<file path="src/rtl/pnd_pkg.sv">
`timescale 1ns / 1ps
`default_nettype none

package pnd_pkg;

   // width of the remaining character count of a name
   localparam int unsigned CHARS_W = 13;

   // header constants
   localparam logic [7:0]  SHORT_MIN  = 8'h40;
   localparam logic [16:0] WIDE_BIAS  = 17'h07FBF;

   typedef enum logic [2:0] {
      ERR_NONE      = 3'd0,
      ERR_EMPTY     = 3'd1,
      ERR_SIX_LONG  = 3'd2,
      ERR_OVERRUN   = 3'd3,
      ERR_WIDE_LONG = 3'd4,
      ERR_BAD_LEN   = 3'd5
   } err_type;

   // six-bit code to ascii: digits, colon, upper case, underscore, lower case
   function automatic logic [7:0] sym_char(input logic [5:0] code);
      logic [7:0] c;
      c = 8'h00;
      case (code) inside
         [6'd0:6'd9]:   c = 8'h30 + {2'b00, code};
         6'd10:         c = 8'h3A;
         [6'd11:6'd36]: c = 8'h41 + ({2'b00, code} - 8'd11);
         6'd37:         c = 8'h5F;
         default:       c = 8'h61 + ({2'b00, code} - 8'd38);
      endcase
      return c;
   endfunction

endpackage

`default_nettype wire

</file>
<file path="src/rtl/pnd_req_if.sv">
`timescale 1ns / 1ps
`default_nettype none

interface pnd_req_if;
   logic        valid;
   logic        ready;
   logic [7:0]  byte_value;
   logic [15:0] remaining_bytes;

   modport source (output valid, output byte_value, output remaining_bytes, input ready);
   modport sink   (input valid, input byte_value, input remaining_bytes, output ready);
endinterface

`default_nettype wire

</file>
<file path="src/rtl/pnd_rsp_if.sv">
`timescale 1ns / 1ps
`default_nettype none

interface pnd_rsp_if;
   logic       valid;
   logic       ready;
   logic [1:0] char_count;
   logic [7:0] first_char;
   logic [7:0] second_char;
   logic       name_done;
   logic [2:0] error_code;

   modport source (output valid, output char_count, output first_char, output second_char,
                   output name_done, output error_code, input ready);
   modport sink   (input valid, input char_count, input first_char, input second_char,
                   input name_done, input error_code, output ready);
endinterface

`default_nettype wire

</file>
<file path="src/rtl/packed_name_decoder.sv">
`timescale 1ns / 1ps
`default_nettype none

// path: an accepted request transaction passes through the input register, then the decode
//   logic feeding the response register
// throughput: one byte per cycle while the response side takes each response; the name state updates once per byte
// reset: synchronous, active high; clears the name state to "awaiting header",
//   empties both registers and sets byte_mode_ff back to six-bit names
module packed_name_decoder
   import pnd_pkg::*;
#(
   parameter int unsigned MAX_SIXBIT_CHARS = 36,
   parameter int unsigned MAX_LONG_CHARS   = 4096
) (
   input  wire logic   clock,
   input  wire logic   reset,
   pnd_req_if.sink     req_bus,
   pnd_rsp_if.source   rsp_bus,
   input  wire logic   csr_write_en,
   input  wire logic   csr_write_data
);

   typedef enum logic [1:0] {
      PH_HEADER = 2'd0,
      PH_WIDE2  = 2'd1,
      PH_SIXBIT = 2'd2,
      PH_RAW    = 2'd3
   } phase_type;

   // configuration
   logic byte_mode_ff;

   // input register
   logic        s1_valid_ff;
   logic [7:0]  s1_byte_ff;
   logic [15:0] s1_rem_ff;

   // name state
   phase_type          phase_ff,   phase_in;
   logic [CHARS_W-1:0] chars_ff,   chars_in;
   logic [5:0]         residue_ff, residue_in;
   logic [2:0]         rcount_ff,  rcount_in;
   logic [7:0]         lead_ff,    lead_in;

   // response register
   logic       out_valid_ff;
   logic [1:0] out_cnt_ff,  out_cnt_in;
   logic [7:0] out_c0_ff,   out_c0_in;
   logic [7:0] out_c1_ff,   out_c1_in;
   logic       out_done_ff, out_done_in;
   err_type    out_err_ff,  out_err_in;

   // handshake: the response register moves when empty or taken, the input
   // register when empty or when its byte moves on into the response register
   logic out_adv;
   logic s1_fire;
   logic req_take;

   assign out_adv  = !out_valid_ff || rsp_bus.ready;
   assign s1_fire  = s1_valid_ff && out_adv;
   assign req_take = req_bus.valid && req_bus.ready;
   assign req_bus.ready = !s1_valid_ff || out_adv;

   assign rsp_bus.valid       = out_valid_ff;
   assign rsp_bus.char_count  = out_cnt_ff;
   assign rsp_bus.first_char  = out_c0_ff;
   assign rsp_bus.second_char = out_c1_ff;
   assign rsp_bus.name_done   = out_done_ff;
   assign rsp_bus.error_code  = out_err_ff;

   // header arithmetic
   logic [16:0] rem_ext;
   logic [10:0] six_bits;
   logic [16:0] need_six;     // length byte plus packed payload bytes
   logic [16:0] need_short;   // length byte plus raw bytes
   logic [16:0] wide_len;     // bit 16 set when the two-byte value is below the bias

   assign rem_ext    = {1'b0, s1_rem_ff};
   assign six_bits   = 11'(s1_byte_ff) * 11'd6 + 11'd7;
   assign need_six   = 17'd1 + 17'(six_bits >> 3);
   assign need_short = 17'(s1_byte_ff) - 17'd62;
   assign wide_len   = {1'b0, lead_ff, s1_byte_ff} - WIDE_BIAS;

   // six-bit unpacking: up to two codes out of residue and the new byte
   logic [13:0] acc;
   logic [3:0]  bits0, bits1, bits2;
   logic        take1, take2;
   logic [5:0]  code1, code2;
   logic [14:0] keep_mask;

   assign acc   = {residue_ff, s1_byte_ff};
   assign bits0 = {1'b0, rcount_ff} + 4'd8;
   assign take1 = (bits0 >= 4'd6) && (chars_ff != '0);
   assign bits1 = take1 ? bits0 - 4'd6 : bits0;
   assign take2 = take1 && (bits1 >= 4'd6) && (chars_ff > CHARS_W'(1));
   assign bits2 = take2 ? bits1 - 4'd6 : bits1;
   assign code1 = 6'(acc >> (bits0 - 4'd6));
   assign code2 = 6'(acc >> (bits1 - 4'd6));
   assign keep_mask = (15'd1 << bits2) - 15'd1;

   always_comb begin
      phase_in    = phase_ff;
      chars_in    = chars_ff;
      residue_in  = residue_ff;
      rcount_in   = rcount_ff;
      lead_in     = lead_ff;
      out_cnt_in  = 2'd0;
      out_c0_in   = 8'h00;
      out_c1_in   = 8'h00;
      out_done_in = 1'b0;
      out_err_in  = ERR_NONE;

      case (phase_ff)
         PH_HEADER: begin
            if (s1_rem_ff == '0) begin
               out_err_in = ERR_OVERRUN;
            end else if (!byte_mode_ff) begin
               if (s1_byte_ff == '0) begin
                  out_err_in = ERR_EMPTY;
               end else if (s1_byte_ff > 8'(MAX_SIXBIT_CHARS)) begin
                  out_err_in = ERR_SIX_LONG;
               end else if (rem_ext < need_six) begin
                  out_err_in = ERR_OVERRUN;
               end else begin
                  phase_in   = PH_SIXBIT;
                  chars_in   = CHARS_W'(s1_byte_ff);
                  residue_in = '0;
                  rcount_in  = '0;
               end
            end else if (s1_byte_ff[7]) begin
               // two-byte header, length completes with the next byte
               if (s1_rem_ff < 16'd2) begin
                  out_err_in = ERR_OVERRUN;
               end else begin
                  lead_in  = s1_byte_ff;
                  phase_in = PH_WIDE2;
               end
            end else if (s1_byte_ff < SHORT_MIN) begin
               out_err_in = ERR_BAD_LEN;
            end else if (rem_ext < need_short) begin
               out_err_in = ERR_OVERRUN;
            end else begin
               phase_in = PH_RAW;
               chars_in = CHARS_W'(need_short - 17'd1);
            end
         end
         PH_WIDE2: begin
            if (wide_len[16] || (wide_len > 17'(MAX_LONG_CHARS))) begin
               out_err_in = ERR_WIDE_LONG;
            end else if (rem_ext < wide_len + 17'd1) begin
               out_err_in = ERR_OVERRUN;
            end else begin
               phase_in = PH_RAW;
               chars_in = CHARS_W'(wide_len);
               lead_in  = '0;
            end
         end
         PH_SIXBIT: begin
            out_cnt_in = {1'b0, take1} + {1'b0, take2};
            out_c0_in  = take1 ? sym_char(code1) : 8'h00;
            out_c1_in  = take2 ? sym_char(code2) : 8'h00;
            chars_in   = chars_ff - CHARS_W'(out_cnt_in);
            if (chars_in == '0) begin
               out_done_in = 1'b1;
               phase_in    = PH_HEADER;
               residue_in  = '0;
               rcount_in   = '0;
               lead_in     = '0;
            end else begin
               // leftover bits stay here until the next byte
               residue_in = acc[5:0] & keep_mask[5:0];
               rcount_in  = bits2[2:0];
            end
         end
         PH_RAW: begin
            if (chars_ff != '0) begin
               out_cnt_in = 2'd1;
               out_c0_in  = s1_byte_ff;
               chars_in   = chars_ff - CHARS_W'(1);
            end
            if (chars_in == '0) begin
               out_done_in = 1'b1;
               phase_in    = PH_HEADER;
               residue_in  = '0;
               rcount_in   = '0;
               lead_in     = '0;
            end
         end
         default: begin
            phase_in = PH_HEADER;
         end
      endcase

      // any error drops the name and waits for a new header
      if (out_err_in != ERR_NONE) begin
         phase_in   = PH_HEADER;
         chars_in   = '0;
         residue_in = '0;
         rcount_in  = '0;
         lead_in    = '0;
      end
   end

   always_ff @(posedge clock) begin
      if (reset) begin
         byte_mode_ff <= 1'b0;
         s1_valid_ff  <= 1'b0;
         out_valid_ff <= 1'b0;
         phase_ff     <= PH_HEADER;
         chars_ff     <= '0;
         residue_ff   <= '0;
         rcount_ff    <= '0;
         lead_ff      <= '0;
      end else begin
         if (csr_write_en) begin
            byte_mode_ff <= csr_write_data;
         end

         // input register
         if (req_bus.ready) begin
            s1_valid_ff <= req_bus.valid;
         end
         if (req_take) begin
            s1_byte_ff <= req_bus.byte_value;
            s1_rem_ff  <= req_bus.remaining_bytes;
         end

         // response register and name state advance together
         if (out_adv) begin
            out_valid_ff <= s1_valid_ff;
         end
         if (s1_fire) begin
            out_cnt_ff  <= out_cnt_in;
            out_c0_ff   <= out_c0_in;
            out_c1_ff   <= out_c1_in;
            out_done_ff <= out_done_in;
            out_err_ff  <= out_err_in;
            phase_ff    <= phase_in;
            chars_ff    <= chars_in;
            residue_ff  <= residue_in;
            rcount_ff   <= rcount_in;
            lead_ff     <= lead_in;
         end
      end
   end

   // an error transaction carries no characters and does not complete a name
   a_err_empty: assert property (@(posedge clock) disable iff (reset)
      (out_valid_ff && (out_err_ff != ERR_NONE)) |-> ((out_cnt_ff == 2'd0) && !out_done_ff))
      else $error("error response carries characters or done");

   // at most two characters per byte
   a_cnt_range: assert property (@(posedge clock) disable iff (reset)
      out_valid_ff |-> (out_cnt_ff != 2'd3))
      else $error("char_count out of range");

   // between names nothing is left over
   a_idle_clean: assert property (@(posedge clock) disable iff (reset)
      ((phase_ff == PH_HEADER) || (phase_ff == PH_WIDE2)) |->
         ((chars_ff == '0) && (residue_ff == '0) && (rcount_ff == '0)))
      else $error("name state not cleared between names");

   // a name in progress always has characters still to come
   a_payload_left: assert property (@(posedge clock) disable iff (reset)
      ((phase_ff == PH_SIXBIT) || (phase_ff == PH_RAW)) |-> (chars_ff != '0))
      else $error("payload phase with no characters left");

   // a response appears only after a byte sat in the input register
   a_out_src: assert property (@(posedge clock) disable iff (reset)
      $rose(out_valid_ff) |-> $past(s1_valid_ff))
      else $error("response without a request");

endmodule

`default_nettype wire
</file>
<file path="src/flat_wrapper.sv">
// flat-port wrapper written by rule: the top's interface ports become plain ports
module packed_name_decoder_flat import pnd_pkg::*;
#(
   parameter int unsigned MAX_SIXBIT_CHARS = 36,
   parameter int unsigned MAX_LONG_CHARS   = 4096
)
  (clock, reset, csr_write_en, csr_write_data, req_bus_valid, req_bus_byte_value, req_bus_remaining_bytes, req_bus_ready, rsp_bus_valid, rsp_bus_char_count, rsp_bus_first_char, rsp_bus_second_char, rsp_bus_name_done, rsp_bus_error_code, rsp_bus_ready);
  pnd_req_if req_bus_i ();
  pnd_rsp_if rsp_bus_i ();
  input  wire logic clock;
  input  wire logic reset;
  input  wire logic csr_write_en;
  input  wire logic csr_write_data;
  input wire logic [$bits(req_bus_i.valid)-1:0] req_bus_valid;
  input wire logic [$bits(req_bus_i.byte_value)-1:0] req_bus_byte_value;
  input wire logic [$bits(req_bus_i.remaining_bytes)-1:0] req_bus_remaining_bytes;
  output wire logic [$bits(req_bus_i.ready)-1:0] req_bus_ready;
  output wire logic [$bits(rsp_bus_i.valid)-1:0] rsp_bus_valid;
  output wire logic [$bits(rsp_bus_i.char_count)-1:0] rsp_bus_char_count;
  output wire logic [$bits(rsp_bus_i.first_char)-1:0] rsp_bus_first_char;
  output wire logic [$bits(rsp_bus_i.second_char)-1:0] rsp_bus_second_char;
  output wire logic [$bits(rsp_bus_i.name_done)-1:0] rsp_bus_name_done;
  output wire logic [$bits(rsp_bus_i.error_code)-1:0] rsp_bus_error_code;
  input wire logic [$bits(rsp_bus_i.ready)-1:0] rsp_bus_ready;
  assign req_bus_i.valid = req_bus_valid;
  assign req_bus_i.byte_value = req_bus_byte_value;
  assign req_bus_i.remaining_bytes = req_bus_remaining_bytes;
  assign req_bus_ready = req_bus_i.ready;
  assign rsp_bus_valid = rsp_bus_i.valid;
  assign rsp_bus_char_count = rsp_bus_i.char_count;
  assign rsp_bus_first_char = rsp_bus_i.first_char;
  assign rsp_bus_second_char = rsp_bus_i.second_char;
  assign rsp_bus_name_done = rsp_bus_i.name_done;
  assign rsp_bus_error_code = rsp_bus_i.error_code;
  assign rsp_bus_i.ready = rsp_bus_ready;
  packed_name_decoder #(.MAX_SIXBIT_CHARS(MAX_SIXBIT_CHARS), .MAX_LONG_CHARS(MAX_LONG_CHARS)) u_core (.clock(clock), .reset(reset), .req_bus(req_bus_i), .rsp_bus(rsp_bus_i), .csr_write_en(csr_write_en), .csr_write_data(csr_write_data));
endmodule
</file>
<file path="config.mk">
export PLATFORM = sky130hd
export DESIGN_NAME = packed_name_decoder_flat
export DESIGN_NICKNAME = d
export VERILOG_FILES = /design/src/rtl/pnd_pkg.sv /design/src/rtl/pnd_req_if.sv /design/src/rtl/pnd_rsp_if.sv /design/src/rtl/packed_name_decoder.sv /design/src/flat_wrapper.sv
export SDC_FILE = /design/constraint.sdc
export NUM_CORES = 1
export LEC_CHECK = 0
export BUFFER_PORTS_ARGS = -buffer_cell sky130_fd_sc_hd__buf_2
export CAP_MARGIN = 40
export CELL_PAD_IN_SITES_DETAIL_PLACEMENT = 0
export CELL_PAD_IN_SITES_GLOBAL_PLACEMENT = 1
export CORE_MARGIN = 1.5
export CORE_UTILIZATION = 52
export CTS_CLUSTER_DIAMETER = 150
export DETAILED_ROUTE_END_ITERATION = 10
export PLACE_DENSITY_LB_ADDON = 0.1
export SKIP_LAST_GASP = 1
export SLEW_MARGIN = 20
export SYNTH_ARGS = -nofsm -noshare
export SYNTH_HDL_FRONTEND = slang
export SYNTH_SLANG_ARGS = --single-unit
</file>
<file path="constraint.sdc">
create_clock -name clock -period 16.3 [get_ports clock]
set_input_delay 1.63 -clock clock [delete_from_list [all_inputs] [get_ports clock]]
set_output_delay 1.63 -clock clock [all_outputs]
set_load 0.01 [all_outputs]
</file>
==> impl_results.md <==
- I/O pin cnt: between 50 and 60
- PortBufs: 53
- Reg2reg end: u_core.lead_ff[3]
- Synth Warn #: 0
- R2R cell count: 23
- Post-synthesis adder-cell area fraction: 0.132
- RSZ-0062 raised after global routing: no
- Layout cells sized above 1: 0.108
- Setup Skew: 0.00619 ns
- Syn avg cell area: around 8.2 µm²
- Clk pwr share: 0.242
- GRT Total Usage: 0.284
- Area grow syn2layout: 7.59%
- CTS H-tree depth: 3
- Post-synth EDFFs: between 40 and 50
- Cell taking the most area after synthesis: edfxtp_1
- Outcome: complete, no violations
- Hold Crit Start: u_core.rcount_ff[2]
- Cell Area, Placed: 0.00951 mm²
- Final WS setup: about 10 ns
- Initial core utilization: 0.529
- CP Data Arrival Time: ~6.3 ns
- CP max stage delay: 0.75 ns
- Nets: roughly 1200
- Worst Setup End Kind: flop
- Post-Synthesis Cell Area: 0.00912 mm²
- Hold Crit Depth: 2
- Buf/Inv on CP: 2
- Max clock buf depth: 2
- Post-layout util: 0.569
- Clk Tree Root Cell: clkbuf_16
- Critical path required time: between 15 and 20 ns
- Relative slew slack: 0.417
- Worst Path Max Fanout: 15
- Dpl cells: between 1000 and 1500
- CTS clk-pin slew, worst paths: 0.06 ns
- Ant. Diodes: 0
- Hold Fails Final Rpt: 0
- Drt first pass iters: 5
- Final period utilization: 0.370
- Pint: around 0.50 mW
- Total power: just under 0.9 mW
- Synth Area in Compound Gates: 0.205
- Wire per inst: 18.8 µm
- Switching part of the total: 0.417
- Num rows: 48
- CTS tree: done
- DR DRC count: 0
- Starting DRT DRC Count: about 670
- Async set-reset flop share out of synthesis: 0
- R2R setup slack: between 10 and 15 ns
- Crit path top cell by count: a21oi_1
- Post-cts resize count: 0
- Synth Flop Type: edfxtp_1
- First-pass GRT wire length: 40900 µm
- Synth top area cells: edfxtp_1 15%, ha_1 13%, dfxtp_1 7.5%
- Finished Layout Cells: 1353
- Largest net degree at the start of global routing: 28
- Gpl congestion: 0.884
- Logic pwr share: 0.491
- Number of library cell types mapped by synthesis: slightly above 80
- Design Area, Final: between 0.009 and 0.01 mm²
- WHS: between 0.4 and 0.5 ns
- Die area: approximately 0.018 mm²
- Fin. max-slew vios: 0
- Filler Cells Inserted: about 1600
- Post-Synth Simple-Gate Area: 0.225
- Post-Syn Instances: around 1100
- Slew at the pin closest to its max-slew limit: 0.858 ns
- Setup TNS: 0 ns
- Total congestion overflow: 0
- Hold Crit Class: flop to flop
- Max VDD drop: roughly 55 µV
- Slowest CP cell: nor4_2
- CP Cell Sequence: ha_1, fa_1, a21o_1, a21oi_1, inv_1, a21oi_1, o21bai_1, xor2_1, nor3b_1, xnor2_1, nor3_1, xnor2_1, ha_1, nand2_1, o211ai_1, nor3_1, a211oi_1, o22ai_1, nor4_2, a21oi_1, buf_4, nand2b_1, a21oi_1
- Post-route ant nets: 0
- Core Region: approximately 0.017 mm²
- Main combinational cell family by area after synthesis: simple AND/OR/NAND/NOR gates
- CP Class: flop to flop
- CP delay by family, top: compound AO/OA/AOI/OAI gates
- Number of global-route vias before repair: 7580
- Sw Pwr: between 0.3 and 0.4 mW
- R2r startpoint: u_core.s1_byte_ff[1]
- Share of the synthesized area in the top cell type: 0.151
- Die height: roughly 140 µm
- Vias: ~8400
- Post-synthesis sequential area ratio: 0.226
- Routed wire length: around 25000 µm
- Mux cell area share after synthesis: 0.0724
- Start point of the critical path: u_core.s1_byte_ff[1]
- Post-CTS setup buffers: 0
- Minimum clock period: ~6.0 ns
- Initial antenna violation count: 0
- Final setup viols: 0
- Syn Nets: ~1200
- Crit start category: flop
- Clock latency at the later pin of the worst-skew pair: 0.35 ns
- Die width: 135 µm
- Flop pwr share: 0.267
- Synth Area in XOR/XNOR: 0.0893
- Avg Vias per Cell: 6.20
- Fmax: ~0.17 GHz
- Hold endpoint: u_core.rcount_ff[2]
- Hpwl dp: roughly 19000 µm
- PD cells: between 80 and 90 mW/mm²
- Yosys reg bits: 80
- Leak: between 3 and 4 nW
- Pre-CTS setup slack: about 10 ns
- Max_cap viols: 0
- CTS Sinks: 80
- Number of CTS-inserted buffers: 9
- CTS hold repair buffers: 0
[worst max path at each step]
stage,slack (ns),cells after the start,endpoint
floorplan,10.89,24,u_core.rsp_bus.second_char[4]
global placement,9.96,22,u_core.lead_ff[2]
detailed placement,10.43,22,u_core.residue_ff[3]
CTS,10.40,22,u_core.residue_ff[3]
global route,9.70,23,u_core.lead_ff[1]
finish,10.27,23,u_core.lead_ff[3]
[logic make-up after synthesis]
logic type	Yosys count
AOI/OAI and AO/OA	271
xor gates and xnor gates	93
adders and majority gates	95
buffers and inverters	110
DFF	80
muxes	53
other	1
and+or+nand+nor	409
[state kept, by name, summed over array words and instances, names as in the netlist]
register                    count
u_core.residue_ff               6
u_core.rsp_bus.valid            1
u_core.s1_rem_ff               16
u_core.rsp_bus.first_char       8
u_core.s1_byte_ff               8
u_core.phase_ff                 2
u_core.rsp_bus.char_count       2
u_core.chars_ff                13
u_core.lead_ff                  8
u_core.s1_valid_ff              1
u_core.rsp_bus.second_char      8
u_core.rsp_bus.error_code       3
u_core.rsp_bus.name_done        1
u_core.byte_mode_ff             1
u_core.rcount_ff                2
[worst register-to-register path, cell delays in order (launching register included)]
cell,delay [ns]
edfxtp_1,0.64
ha_1,0.43
fa_1,0.44
a21o_1,0.17
a21oi_1,0.21
inv_1,0.06
a21oi_1,0.14
o21bai_1,0.10
xor2_1,0.25
nor3b_1,0.27
xnor2_1,0.15
nor3_1,0.25
xnor2_1,0.10
ha_1,0.30
nand2_1,0.05
o211ai_1,0.32
nor3_1,0.08
a211oi_1,0.28
o22ai_1,0.16
nor4_2,0.75
a21oi_1,0.28
buf_4,0.26
nand2b_1,0.15
a21oi_1,0.12
[final cells by class]
cell class | instances | area, µm² | area share
inverters | 43 | 161 | 0.0165
clock buffers | 13 | 282 | 0.0287
well taps | 225 | 282 | 0.0287
clock inverters | 3 | 20.0 | 0.00204
repair buffers | 67 | 385 | 0.0393
multi-input cells | 922 | 6620 | 0.675
flip-flops and latches | 80 | 2060 | 0.210
[cells in the mapped netlist, types with 5 or more instances]
cell type / instances
a21o_1: 18
a221oi_1: 5
or2_2: 8
and4_1: 5
nor3_1: 37
xor2_1: 32
o211ai_1: 7
a21oi_1: 69
and3_1: 9
o21ai_0: 53
ha_1: 93
edfxtp_1: 46
buf_1: 8
nand4_1: 11
a22oi_1: 7
a31oi_1: 6
o22ai_1: 5
nand3b_1: 14
or3_1: 7
a32o_1: 9
nand2b_1: 24
mux2i_1: 35
nor4_1: 13
clkbuf_1: 46
nand2_1: 118
nor2_1: 72
a211oi_1: 12
nand3_1: 47
o31ai_1: 8
nor3b_1: 7
o21a_1: 11
xnor2_1: 61
dfxtp_1: 34
inv_1: 39
buf_2: 6
mux4_2: 8
nor2b_1: 16
or4_1: 6
and2_1: 8
[power by group through the flow]
| stage | Combinational [mW] | Sequential, mW | Clock, mW |
|---|---|---|---|
| floorplan | 0.332 | 0.229 | 0 |
| global placement | 0.414 | 0.235 | 0 |
| detailed placement | 0.415 | 0.235 | 0 |
| CTS | 0.420 | 0.230 | 0.210 |
| global route | 0.467 | 0.232 | 0.219 |
| finish | 0.425 | 0.230 | 0.209 |
[per-layer routing]
metal  wire (µm)  part of all wire  track usage  up-vias
li1            -                 -            -     4112
met1       12300              0.49        0.421     3946
met2       11100              0.44        0.432      298
met3        1610             0.064       0.0415       31
met4         323             0.013       0.0675        0
met5           0                 0            0        -
[cells in the final DEF, fill, tap and decap left out, types with 18 or more instances in the layout]
master and n:
a21o_1 18, a21oi_1 69, buf_2 53, dfxtp_1 34, edfxtp_1 46, ha_1 93, inv_1 39, mux2i_1 35
nand2_1 118, nand2b_1 24, nand3_1 47, nor2_1 71, nor3_1 37, o21ai_0 53, xnor2_1 61, xor2_1 32
Power figures use the tool's default switching activity.
